$ cat src/rtl/pcpm_pkg.sv
// Shared widths and controller/datapath interface types for the
// per-channel positive mean block. No dependencies.
`default_nettype none

package pcpm_pkg;

  localparam int CH_W     = 6;   // channel field
  localparam int SAMPLE_W = 16;  // signed Q8.8 sample
  localparam int AVG_W    = 15;  // unsigned Q7.8 average
  localparam int CFG_W    = 7;   // channels_in_use register
  localparam int SUM_W    = 27;  // per-channel sum
  localparam int CNT_W    = 13;  // per-channel count
  localparam int RES_CAP  = 64;  // most results one emit can give

  typedef enum logic {
    ACT_ACCUM = 1'b0,
    ACT_EMIT  = 1'b1
  } action_e;

  // Commands from the controller to the datapath.
  typedef struct packed {
    logic acc_load;     // capture sample, read its channel entry
    logic acc_write;    // write updated sum and count
    logic emit_read;    // read entry at the emit index
    logic div_start;    // launch division on the entry just read
    logic res_load;     // present a data result
    logic nodata_load;  // present the no-data result
    logic idx_clear;
    logic idx_inc;
    logic clear_all;    // drop every entry and the loaded flag
  } pcpm_cmd_t;

  // Status from the datapath to the controller.
  typedef struct packed {
    logic any_loaded;
    logic div_done;
    logic idx_last;
  } pcpm_sts_t;

endpackage

`default_nettype wire

$ cat src/rtl/per_channel_positive_mean.sv
// Top level of the per-channel positive mean block: controller plus
// datapath. Depends on pcpm_pkg, pcpm_ctrl and pcpm_datapath.
`default_nettype none

// Usage
//   Commands: an item transfers on a rising edge with start_i high and
//   busy_o low. action_i = 0 accumulates sample_i (signed Q8.8), if positive, on
//   channel_i; action_i = 1 emits the averages and clears every channel.
//   An accumulate is one store read followed by one store write.
//   An emit with no samples since the last emit gives a single no_data
//   result in the cycle after the transfer and does not raise busy_o.
//   Otherwise an emit walks the channels in use in order; per channel it
//   does a store read, an operand load and a bit-serial divide, and it
//   gives one result per channel, last_o on the final one.
//   Results: result_valid_o strobes for one cycle per result; the
//   receiver cannot hold results off, so every strobe is a transfer.
//   Configuration: cfg_valid_i/cfg_ready_o transfers channels_in_use;
//   cfg_ready_o is always high. Write it only while idle.
//   Reset: rst_ni clears the channel valid bits, the loaded flag and the
//   controller at once; channels_in_use returns to 1. No clearing pass.
module per_channel_positive_mean_core #(
  parameter int MAX_CHANNELS = 64
) (
  input  wire logic                                 clk_i,
  input  wire logic                                 rst_ni,
  input  wire logic                                 start_i,
  output logic                                      busy_o,
  input  wire logic                                 action_i,
  input  wire logic [pcpm_pkg::CH_W-1:0]            channel_i,
  input  wire logic signed [pcpm_pkg::SAMPLE_W-1:0] sample_i,
  input  wire logic                                 cfg_valid_i,
  output logic                                      cfg_ready_o,
  input  wire logic [pcpm_pkg::CFG_W-1:0]           cfg_data_i,
  output logic                                      result_valid_o,
  output logic      [pcpm_pkg::CH_W-1:0]            out_channel_o,
  output logic      [pcpm_pkg::AVG_W-1:0]           average_o,
  output logic                                      no_data_o,
  output logic                                      last_o
);

  import pcpm_pkg::*;

  pcpm_cmd_t cmd;
  pcpm_sts_t sts;

  assign cfg_ready_o = 1'b1;

  pcpm_ctrl u_ctrl (
    .clk_i    (clk_i),
    .rst_ni   (rst_ni),
    .start_i  (start_i),
    .action_i (action_i),
    .busy_o   (busy_o),
    .cmd_o    (cmd),
    .sts_i    (sts)
  );

  pcpm_datapath #(
    .MAX_CHANNELS (MAX_CHANNELS)
  ) u_datapath (
    .clk_i          (clk_i),
    .rst_ni         (rst_ni),
    .cmd_i          (cmd),
    .sts_o          (sts),
    .channel_i      (channel_i),
    .sample_i       (sample_i),
    .cfg_we_i       (cfg_valid_i && cfg_ready_o),
    .cfg_data_i     (cfg_data_i),
    .result_valid_o (result_valid_o),
    .out_channel_o  (out_channel_o),
    .average_o      (average_o),
    .no_data_o      (no_data_o),
    .last_o         (last_o)
  );

endmodule

`default_nettype wire

$ cat src/rtl/pcpm_ram.sv
// Generic single-write, single-read RAM with registered read data.
// No dependencies.
`default_nettype none

module pcpm_ram #(
  parameter int WIDTH = 40,
  parameter int DEPTH = 64,
  localparam int AW = (DEPTH > 1) ? $clog2(DEPTH) : 1
) (
  input  wire logic             clk_i,
  input  wire logic             we_i,
  input  wire logic [AW-1:0]    waddr_i,
  input  wire logic [WIDTH-1:0] wdata_i,
  input  wire logic             re_i,
  input  wire logic [AW-1:0]    raddr_i,
  output logic      [WIDTH-1:0] rdata_o
);

  logic [WIDTH-1:0] mem_q [DEPTH];

  always_ff @(posedge clk_i) begin
    if (we_i) begin
      mem_q[waddr_i] <= wdata_i;
    end
    if (re_i) begin
      rdata_o <= mem_q[raddr_i];
    end
  end

endmodule

`default_nettype wire

$ cat src/rtl/pcpm_div.sv
// Restoring divider, one quotient bit per cycle, for sum / count.
// Depends on pcpm_pkg for the operand widths.
`default_nettype none

module pcpm_div (
  input  wire logic                      clk_i,
  input  wire logic                      rst_ni,
  input  wire logic                      start_i,
  input  wire logic [pcpm_pkg::SUM_W-1:0] dividend_i,
  input  wire logic [pcpm_pkg::CNT_W-1:0] divisor_i,
  output logic                           done_o,
  output logic      [pcpm_pkg::SUM_W-1:0] quotient_o
);

  import pcpm_pkg::*;

  localparam int STEP_W = $clog2(SUM_W + 1);

  logic              run_q;
  logic [STEP_W-1:0] step_q;
  logic [CNT_W-1:0]  rem_q;
  logic [SUM_W-1:0]  quo_q;
  logic [CNT_W-1:0]  dvs_q;
  logic              done_q;

  logic [CNT_W:0]    rem_sh;
  logic [CNT_W:0]    rem_diff;
  logic              fits;

  assign rem_sh   = {rem_q, quo_q[SUM_W-1]};
  assign rem_diff = rem_sh - {1'b0, dvs_q};
  assign fits     = (rem_sh >= {1'b0, dvs_q});

  always_ff @(posedge clk_i or negedge rst_ni) begin
    if (!rst_ni) begin
      run_q  <= 1'b0;
      step_q <= '0;
      done_q <= 1'b0;
    end else begin
      done_q <= 1'b0;
      if (start_i) begin
        run_q  <= 1'b1;
        step_q <= STEP_W'(SUM_W);
      end else if (run_q) begin
        step_q <= step_q - 1'b1;
        if (step_q == STEP_W'(1)) begin
          run_q  <= 1'b0;
          done_q <= 1'b1;
        end
      end
    end
  end

  always_ff @(posedge clk_i) begin
    if (start_i) begin
      rem_q <= '0;
      quo_q <= dividend_i;
      dvs_q <= divisor_i;
    end else if (run_q) begin
      // shift in the next dividend bit; subtract when it fits
      rem_q <= fits ? rem_diff[CNT_W-1:0] : rem_sh[CNT_W-1:0];
      quo_q <= {quo_q[SUM_W-2:0], fits};
    end
  end

  assign done_o     = done_q;
  assign quotient_o = quo_q;

endmodule

`default_nettype wire

$ cat src/rtl/pcpm_datapath.sv
// Datapath: channel store RAM with valid bits, accumulate update, divider,
// configuration register and result registers. Depends on pcpm_pkg,
// pcpm_ram and pcpm_div.
`default_nettype none

module pcpm_datapath #(
  parameter int MAX_CHANNELS = 64
) (
  input  wire logic                          clk_i,
  input  wire logic                          rst_ni,
  input  wire pcpm_pkg::pcpm_cmd_t           cmd_i,
  output pcpm_pkg::pcpm_sts_t                sts_o,
  input  wire logic [pcpm_pkg::CH_W-1:0]     channel_i,
  input  wire logic signed [pcpm_pkg::SAMPLE_W-1:0] sample_i,
  input  wire logic                          cfg_we_i,
  input  wire logic [pcpm_pkg::CFG_W-1:0]    cfg_data_i,
  output logic                               result_valid_o,
  output logic      [pcpm_pkg::CH_W-1:0]     out_channel_o,
  output logic      [pcpm_pkg::AVG_W-1:0]    average_o,
  output logic                               no_data_o,
  output logic                               last_o
);

  import pcpm_pkg::*;

  localparam int DEPTH = (MAX_CHANNELS > RES_CAP) ? RES_CAP : MAX_CHANNELS;
  localparam int AW    = (DEPTH > 1) ? $clog2(DEPTH) : 1;
  localparam int ENT_W = SUM_W + CNT_W;
  localparam logic [10:0]      MAXC    = 11'(MAX_CHANNELS);
  localparam logic [CFG_W-1:0] DEPTH_C = CFG_W'(DEPTH);

  logic [CFG_W-1:0]          cfg_q;
  logic                      any_loaded_q;
  logic [DEPTH-1:0]          valid_q;
  logic [CH_W-1:0]           ch_q;
  logic [SAMPLE_W-1:0]       smp_q;
  logic [AW-1:0]             idx_q;
  logic                      cnt_zero_q;

  logic                      res_valid_q;
  logic [CH_W-1:0]           res_ch_q;
  logic [AVG_W-1:0]          res_avg_q;
  logic                      res_nodata_q;
  logic                      res_last_q;

  logic [ENT_W-1:0]          rdata;
  logic [ENT_W-1:0]          wdata;
  logic [AW-1:0]             raddr;
  logic [AW-1:0]             acc_addr;
  logic                      we;
  logic [SUM_W-1:0]          cur_sum;
  logic [CNT_W-1:0]          cur_cnt;
  logic [SUM_W:0]            sum_add;
  logic [SUM_W-1:0]          sum_new;
  logic [CNT_W-1:0]          cnt_new;
  logic                      ch_ok;
  logic                      positive;
  logic [CFG_W-1:0]          n_act;
  logic [CFG_W-1:0]          last_idx;
  logic                      div_done;
  logic [SUM_W-1:0]          quotient;
  logic [AVG_W-1:0]          avg_cap;

  assign acc_addr = ch_q[AW-1:0];
  assign ch_ok    = ({5'b0, ch_q} < MAXC);
  assign positive = !smp_q[SAMPLE_W-1] && (smp_q != '0);

  // An entry without its valid bit reads as zero.
  always_comb begin
    cur_sum = '0;
    cur_cnt = '0;
    if (cmd_i.acc_write ? valid_q[acc_addr] : valid_q[idx_q]) begin
      cur_sum = rdata[ENT_W-1:CNT_W];
      cur_cnt = rdata[CNT_W-1:0];
    end
  end

  assign sum_add = {1'b0, cur_sum} + {{(SUM_W + 1 - SAMPLE_W){1'b0}}, smp_q};
  assign sum_new = sum_add[SUM_W] ? {SUM_W{1'b1}} : sum_add[SUM_W-1:0];
  assign cnt_new = (&cur_cnt) ? cur_cnt : cur_cnt + 1'b1;
  assign wdata   = {sum_new, cnt_new};
  assign we      = cmd_i.acc_write && ch_ok && positive;
  assign raddr   = cmd_i.acc_load ? channel_i[AW-1:0] : idx_q;

  pcpm_ram #(
    .WIDTH (ENT_W),
    .DEPTH (DEPTH)
  ) u_store (
    .clk_i   (clk_i),
    .we_i    (we),
    .waddr_i (acc_addr),
    .wdata_i (wdata),
    .re_i    (cmd_i.acc_load || cmd_i.emit_read),
    .raddr_i (raddr),
    .rdata_o (rdata)
  );

  pcpm_div u_div (
    .clk_i      (clk_i),
    .rst_ni     (rst_ni),
    .start_i    (cmd_i.div_start),
    .dividend_i (cur_sum),
    .divisor_i  (cur_cnt),
    .done_o     (div_done),
    .quotient_o (quotient)
  );

  // A zero setting acts as one channel; large settings clamp to the store.
  always_comb begin
    if (cfg_q == '0) begin
      n_act = CFG_W'(1);
    end else if (cfg_q > DEPTH_C) begin
      n_act = DEPTH_C;
    end else begin
      n_act = cfg_q;
    end
  end
  assign last_idx = n_act - 1'b1;

  assign avg_cap = (|quotient[SUM_W-1:AVG_W]) ? {AVG_W{1'b1}} : quotient[AVG_W-1:0];

  always_ff @(posedge clk_i or negedge rst_ni) begin
    if (!rst_ni) begin
      cfg_q        <= CFG_W'(1);
      any_loaded_q <= 1'b0;
      valid_q      <= '0;
      res_valid_q  <= 1'b0;
      idx_q        <= '0;
    end else begin
      res_valid_q <= cmd_i.res_load || cmd_i.nodata_load;
      if (cfg_we_i) begin
        cfg_q <= cfg_data_i;
      end
      if (cmd_i.acc_load) begin
        any_loaded_q <= 1'b1;
      end
      if (we) begin
        valid_q[acc_addr] <= 1'b1;
      end
      if (cmd_i.clear_all) begin
        valid_q      <= '0;
        any_loaded_q <= 1'b0;
      end
      if (cmd_i.idx_clear) begin
        idx_q <= '0;
      end else if (cmd_i.idx_inc) begin
        idx_q <= idx_q + 1'b1;
      end
    end
  end

  always_ff @(posedge clk_i) begin
    if (cmd_i.acc_load) begin
      ch_q  <= channel_i;
      smp_q <= sample_i;
    end
    if (cmd_i.div_start) begin
      cnt_zero_q <= (cur_cnt == '0);
    end
    if (cmd_i.res_load) begin
      res_ch_q     <= CH_W'(idx_q);
      res_avg_q    <= cnt_zero_q ? '0 : avg_cap;
      res_nodata_q <= 1'b0;
      res_last_q   <= (idx_q == last_idx[AW-1:0]);
    end else if (cmd_i.nodata_load) begin
      res_ch_q     <= '0;
      res_avg_q    <= '0;
      res_nodata_q <= 1'b1;
      res_last_q   <= 1'b1;
    end
  end

  assign sts_o.any_loaded = any_loaded_q;
  assign sts_o.div_done   = div_done;
  assign sts_o.idx_last   = (idx_q == last_idx[AW-1:0]);

  assign result_valid_o = res_valid_q;
  assign out_channel_o  = res_ch_q;
  assign average_o      = res_avg_q;
  assign no_data_o      = res_nodata_q;
  assign last_o         = res_last_q;

endmodule

`default_nettype wire

$ cat src/rtl/pcpm_ctrl.sv
// Controller state machine: sequences accumulate read-modify-write and
// the per-channel emit run. Depends on pcpm_pkg.
`default_nettype none

module pcpm_ctrl (
  input  wire logic                clk_i,
  input  wire logic                rst_ni,
  input  wire logic                start_i,
  input  wire logic                action_i,
  output logic                     busy_o,
  output pcpm_pkg::pcpm_cmd_t      cmd_o,
  input  wire pcpm_pkg::pcpm_sts_t sts_i
);

  import pcpm_pkg::*;

  typedef enum logic [2:0] {
    ST_IDLE,
    ST_ACC,
    ST_EMIT_RD,
    ST_EMIT_LD,
    ST_EMIT_DIV
  } state_e;

  state_e state_q, state_d;
  logic   accept;

  assign accept = start_i && (state_q == ST_IDLE);
  assign busy_o = (state_q != ST_IDLE);

  always_comb begin
    state_d = state_q;
    cmd_o   = '0;
    case (state_q)
      ST_IDLE: begin
        if (accept) begin
          if (action_i == ACT_ACCUM) begin
            cmd_o.acc_load = 1'b1;
            state_d        = ST_ACC;
          end else if (!sts_i.any_loaded) begin
            cmd_o.nodata_load = 1'b1;
          end else begin
            cmd_o.idx_clear = 1'b1;
            state_d         = ST_EMIT_RD;
          end
        end
      end
      ST_ACC: begin
        cmd_o.acc_write = 1'b1;
        state_d         = ST_IDLE;
      end
      ST_EMIT_RD: begin
        cmd_o.emit_read = 1'b1;
        state_d         = ST_EMIT_LD;
      end
      ST_EMIT_LD: begin
        cmd_o.div_start = 1'b1;
        state_d         = ST_EMIT_DIV;
      end
      ST_EMIT_DIV: begin
        if (sts_i.div_done) begin
          cmd_o.res_load = 1'b1;
          if (sts_i.idx_last) begin
            cmd_o.clear_all = 1'b1;
            state_d         = ST_IDLE;
          end else begin
            cmd_o.idx_inc = 1'b1;
            state_d       = ST_EMIT_RD;
          end
        end
      end
      default: begin
        state_d = ST_IDLE;
      end
    endcase
  end

  always_ff @(posedge clk_i or negedge rst_ni) begin
    if (!rst_ni) begin
      state_q <= ST_IDLE;
    end else begin
      state_q <= state_d;
    end
  end

endmodule

`default_nettype wire

$ cat config.mk
export PLATFORM = sky130hd
export DESIGN_NAME = per_channel_positive_mean_core
export DESIGN_NICKNAME = d
export VERILOG_FILES = /design/src/rtl/pcpm_pkg.sv /design/src/rtl/per_channel_positive_mean.sv /design/src/rtl/pcpm_ram.sv /design/src/rtl/pcpm_div.sv /design/src/rtl/pcpm_datapath.sv /design/src/rtl/pcpm_ctrl.sv
export SDC_FILE = /design/constraint.sdc
export NUM_CORES = 2
export LEC_CHECK = 0
export BUFFER_PORTS_ARGS = -buffer_cell sky130_fd_sc_hd__clkbuf_2
export CAP_MARGIN = 25
export CORE_MARGIN = 1.5
export CORE_UTILIZATION = 59
export CTS_BUF_LIST = sky130_fd_sc_hd__clkbuf_8
export DETAILED_ROUTE_END_ITERATION = 6
export PLACE_DENSITY_LB_ADDON = 0.12
export SYNTH_ARGS = -nofsm -noshare
export SYNTH_HDL_FRONTEND = slang
export SYNTH_HIERARCHICAL = 1
export SYNTH_SLANG_ARGS = --single-unit
$ cat constraint.sdc
create_clock -name clk_i -period 7.35 [get_ports clk_i]
set_clock_uncertainty 0.1 [all_clocks]
set_input_delay 1.47 -clock clk_i [delete_from_list [all_inputs] [get_ports clk_i]]
set_output_delay 1.47 -clock clk_i [all_outputs]
set_load 0.1 [all_outputs]
# Word-level counts from Yosys, hierarchy flattened
# Memory sizes are Yosys's and may differ from the RTL's. A register that Yosys moved wholly into a read port is not among the register bits.
# Index checks and enable logic that the tools add are counted.
[word_totals]
reg_bits = 188
latchBits = 0
ramBits = 2560
rom_bits = 0
input_bits = 34
out_inout_bits = 26
word_cells = 125
memories = 1
[classes]
addsub = 6
n_mul = 0
n_div = 0
order_cmp = 5
n_eq_ne = 9
n_shift = 0
muxes = 64
n_bitwise = 1
reduce_logical = 20
[mem_list]
columns = ["name", "words", "word_bits", "read_ports", "rd_clocked_by_memory_dff", "wr", "line_no", "source"]
rows = [
  ["u_datapath.u_store.mem_q", 64, 40, 1, 1, 1, "pcpm_ram.sv:19", "logic [WIDTH-1:0] mem_q [DEPTH];"],
]
[ops]
columns = ["op", "n"]
rows = [
  ["$mux 64", 2],
  ["$mux 27", 4],
  ["$or 64x64->64", 1],
  ["$mux 15", 4],
  ["$mux 6", 7],
  ["$mux 13", 3],
  ["$add 27x16->28", 1],
  ["$mux 1", 28],
  ["$reduce_bool 16->1", 1],
  ["$ge 14x13->1", 1],
  ["$lt 6x7->1 const B", 2],
  ["$add 13x1->13 const B", 1],
  ["$logic_not 13->1", 1],
  ["$reduce_and 13->1", 1],
  ["$sub 13x13->13", 1],
  ["$bmux 1 s6", 2],
  ["$mux 2", 6],
  ["$mux 3", 4],
  ["$pmux 3 s4", 1],
  ["$reduce_or 12->1", 1],
  ["$mux 5", 2],
  ["$reduce_bool 2->1", 5],
  ["$gt 7x7->1 const B", 1],
  ["$logic_not 7->1", 1],
  ["18 further kinds", 24],
]

# Depth between registers and ports, before layout
[logic_depth]
word_depth = 10
depth_mapped = 21
mapped_depth_nobuf = 18

# By module
# The synthesis kept the hierarchy.
[modules_own_cells]
columns = ["mod", "n_inst", "cells_each", "area_each_um2", "seq_area_each_um2"]
rows = [
  ["pcpm_ram", 1, 4195, 98236.7, 78074.9],
  ["pcpm_datapath", 1, 770, 7664.9, 3349.5],
  ["pcpm_div", 1, 290, 3263.1, 1636.6],
  ["pcpm_ctrl", 1, 29, 244.0, 75.1],
  ["per_channel_positive_mean_core", 1, 2, 11.3, 0.0],
]

# Least setup slack after synthesis
# Ideal clock, no wire load.
[synth_path]
path_kind = "register -> register"
start = "register u_datapath.ch_q[0] (netlist: u_datapath/acc_addr[0])"
end = "memory u_datapath.u_store.mem_q[0][33] (data pin)"
setup_ns = 0.702
arrival_ns = 7.193
required_ns = 6.548
slack_ns = -0.645
stages_incl_launch_ff = 20
n_path_buf = 3
period_less_slack_ns = 7.995
path_cell_list = "edfxtp_1 -> buf_6 -> mux4_2 -> mux2_2 -> a22o_1 -> a2111oi_4 -> a41oi_1 -> buf_2 -> clkbuf_1 -> and2_1 -> ha_1 -> inv_1 -> fa_1 -> nor2b_1 -> o31ai_1 -> a21oi_1 -> o311ai_0 -> a21boi_0 -> xnor2_1 -> o21ai_0"
[synth_between]
elab_chain_len = 6
[synth_rtl]
columns = ["element", "line_no", "source"]
rows = [
  ["start: declaration", "pcpm_datapath.sv:35", "logic [CH_W-1:0] ch_q;"],
  ["start signal: assignment", "pcpm_datapath.sv:154", "ch_q <= channel_i;"],
  ["$bmux 1 s6", "pcpm_datapath.sv:72", "if (cmd_i.acc_write ? valid_q[acc_addr] : valid_q[idx_q]) begin"],
  ["$mux 1 (not written as such)", "pcpm_datapath.sv:72", ""],
  ["$mux 1", "pcpm_datapath.sv:72", ""],
  ["$mux 27", "pcpm_datapath.sv:72", ""],
  ["net u_datapath.cur_sum[0]", "pcpm_datapath.sv:51", "logic [SUM_W-1:0] cur_sum;"],
  ["$add 27x16->28", "pcpm_datapath.sv:78", "assign sum_add = {1'b0, cur_sum} + {{(SUM_W + 1 - SAMPLE_W){1'b0}}, smp_q};"],
  ["$mux 27", "pcpm_datapath.sv:79", "assign sum_new = sum_add[SUM_W] ? {SUM_W{1'b1}} : sum_add[SUM_W-1:0];"],
  ["net u_datapath.sum_new[20]", "pcpm_datapath.sv:54", "logic [SUM_W-1:0] sum_new;"],
  ["end: declaration", "pcpm_ram.sv:19", ""],
]
# The timed path passes the listed nets, and every way through them passes these cells. The select of a mux whose other input is x is not followed.

# Final worst setup path
[layout_path]
start = "register u_datapath.ch_q[0] (netlist: u_datapath/acc_addr[0])"
end = "memory u_datapath.u_store.mem_q[12][15] (data pin)"
# The elaborated chain is that of the path after synthesis.

==> results_dict.tcl <==
set metrics [dict create \
    status "complete, no violations" \
    seq_area_frac_synth_pct 75.98 \
    cp-end-kind "flop" \
    startpoint "u_datapath/acc_addr[0]" \
    synth.distinct_cells 84 \
    die-area_um2 188000 \
    synth_cells 5286 \
    crit_fanout 64 \
    die_w_um 433.6 \
    p_leak_nw 39.12 \
    worst_pin_slew_ns 1.123 \
    max_freq_mhz 149.1 \
    drt_pass1_iterations 5 \
    finalWirelength_um 297600 \
    drt_iter0_drc 7981 \
    syn2layout_area_growth_pct 11.83 \
    layout.nets 5832 \
    rows 157 \
    grt_pass1_vias 57310 \
    h-tree-depth 5 \
    antenna_found_initial 5 \
    start_util_pct 59.57 \
    max-slew-margin-rel_pct 24.89 \
    clk_pin_slew_ns 0.06 \
    ctsRootBufferMaster "clkbuf_8" \
    io_pins 60 \
    ys_top_cells_by_count "2,685 x edfxtp_1, 632 x mux4_2, 235 x nor2_1, 156 x a21oi_1, 145 x o22ai_1" \
    clk_latency_ns 1.13 \
    dpl.cell_count 7775 \
    yosys.area.top_type "edfxtp_1" \
    cts_hold_buf 0 \
    rrSetupSlack_ns 0.64 \
    arrival_ns 7.38 \
    final_antenna_net_count 0 \
    gp_congestion 0.9380 \
    grt_usage_pct 32.10 \
    hp-class "input pin to asynchronous set/reset pin" \
    finalNonFillerCells 8556 \
    grt_first_pass_wirelength_um 419000 \
    numPortBuffers 58 \
    synth.avg_cell_area_um2 20.70 \
    finalSetupViolCount 0 \
    r2r-end "u_datapath/u_store/mem_q[12][15]" \
    cp-start-kind "flop" \
    drt-vias-per-instance 6.800 \
    power_density_nw_per_um2 331.8 \
    rsz0062_at_grt "false" \
    finalCritPeriodShare_pct 91.26 \
    synthArstFlopShare_pct 3.192 \
    ir_drop_v 0.0003000 \
    clkSinkCount 2788 \
    die_y_um 433.6 \
    synth_top_area_share_pct 73.69 \
    drv_cap 0 \
    post_cts_buffers 0 \
    syn-cell-area_um2 109400 \
    cp.required_ns 8.02 \
    path_class "flop to flop" \
    cts_resized 0 \
    synth-main-ff-cell "edfxtp_1" \
    dpl.hpwl_um 168000 \
    min_period_ns 6.708 \
    cts_tree "built" \
    grt_overflow_total 0 \
    total_power_mw 40.59 \
    grt_max_degree 104 \
    syn-num-nets 5357 \
    synth_enable_flop_cells 2685 \
    r2r_start "u_datapath/acc_addr[0]" \
    fin_setup_tns_ns 0 \
    cts_inserted_buffers 445 \
    yosysWarnings 6 \
    wl_per_cell_um 34.78 \
    slew_violations 0 \
    clock_path_buffers 4 \
    yosysMostFrequentCell "edfxtp_1" \
    ys_top_cells_by_area "edfxtp_1 74%, mux4_2 13%, dfrtp_1 2.0%" \
    core_um2 183700 \
    dr_total_vias 58180 \
    drive_above_1_share_pct 27.90 \
    drc 0 \
    hold_viol_final 0 \
    r2r_cells 16 \
    synth_seq_cells 2788 \
]
-- kinds of logic (layout without fill, tap and decap cells) --
family          count (synthesis)  after routing  synth area share [%]
simple gates                  604            604                 2.719
xor+xnor                       45             45                0.3602
flops                        2788           2788                 75.98
compound gates                628            628                 3.875
mux                           850            850                 15.11
fa+ha+maj                      37             37                0.4368
buf+inv                       333           1134                 1.519
other cells                     1              6              0.003427
-- cells in the final DEF (no fill, tap or decap), types with 28 or more instances in the layout --
cell and count:
nor2_4 72, a21oi_1 156, ha_1 35, clkinv_2 35
nor2b_1 30, dfrtp_1 88, mux2i_1 126, inv_1 193
edfxtp_1 2685, mux4_2 632, nand2_1 73, mux2_2 88
o221ai_1 43, clkinv_1 109, buf_4 237, clkbuf_2 57
o21ai_0 28, a221oi_1 40, buf_12 28, and2_1 49
nor4_1 43, nor2_1 162, clkbuf_8 455, o22ai_1 145
-- power by group --
part           internal, mW  switching (mW)
registers              20.1           0.561
clock network          5.97            5.83
logic                  2.77            5.37
total                  28.8            11.8
-- critical path, stage by stage, from the launching register on --
cell	delay [ns]
edfxtp_1	0.83
mux4_2	0.58
mux2_2	0.30
a22o_1	0.27
a2111oi_4	0.36
a41oi_4	0.31
and2_1	0.29
ha_1	0.34
o21ai_0	0.15
o211ai_1	0.24
a41oi_1	0.27
o21ai_0	0.67
and2_0	0.55
nand3_2	0.20
buf_4	0.26
o21ai_4	0.08
buf_4	0.54
-- final cells by class --
type                    count  area, um^2
clock inverters           318        1474
well taps                2464        3083
fillers                 11970       61310
diodes                      5       12.51
flip-flops and latches   2788       83140
inverters                  33       123.9
multi-input cells        2165       25500
repair buffers            328        2768
clock buffers             455        6262
-- state kept, by name, summed over array words and instances (netlist names), 3 cells and up --
register	cells
u_datapath/valid_q	64
u_datapath/idx_q	6
u_datapath/u_store/rdata_o	40
u_datapath/u_div/dvs_q	13
u_ctrl/state_q	3
u_datapath/u_div/rem_q	13
u_datapath/acc_addr	6
u_datapath/average_o	15
u_datapath/u_store/mem_q	2560
u_datapath/u_div/step_q	5
u_datapath/u_div/quotient_o	27
u_datapath/smp_q	16
u_datapath/cfg_q	7
u_datapath/out_channel_o	6
-- metrics by stage --
step | hold slack [ns] | cell area [um^2] | util [%] | worst slack (ns)
final | 0.2740 | 122400 | 66.62 | 0.6425
after global routing | 0.2786 | 122400 | 66.62 | 0.4165
after CTS | 0.2146 | 122300 | 66.58 | 0.7402
after detailed placement | 0.3710 | 114600 | 62.37 | 0.7668
after global placement | 0.3522 | 114400 | 62.26 | 0.8955
after floorplan | 0.3350 | 109400 | - | 0.004314
-- metal layers --
metal / vias up / global-route usage (%) / share of wire (%)
met2: 3831 / 47.34 / 45
li1: 23120 / - / -
met4: 2 / 12.46 / 3.9
met5: - / 0 / 0.040
met3: 615 / 8.005 / 12
met1: 30620 / 46.82 / 39
-- how the worst max path moves through the flow --
stage | end | slack, ns
3_3_place_gp | u_datapath/u_store/mem_q[42][37] | 0.90
3_5_place_dp | u_datapath/u_store/mem_q[46][15] | 0.77
6_report | u_datapath/u_store/mem_q[12][15] | 0.64
5_1_grt | u_datapath/u_store/mem_q[55][35] | 0.42
2_1_floorplan | u_datapath/u_store/mem_q[0][32] | 0.004
4_1_cts | u_datapath/u_store/mem_q[12][15] | 0.74
No activity file was read; power rests on OpenSTA's default activity.
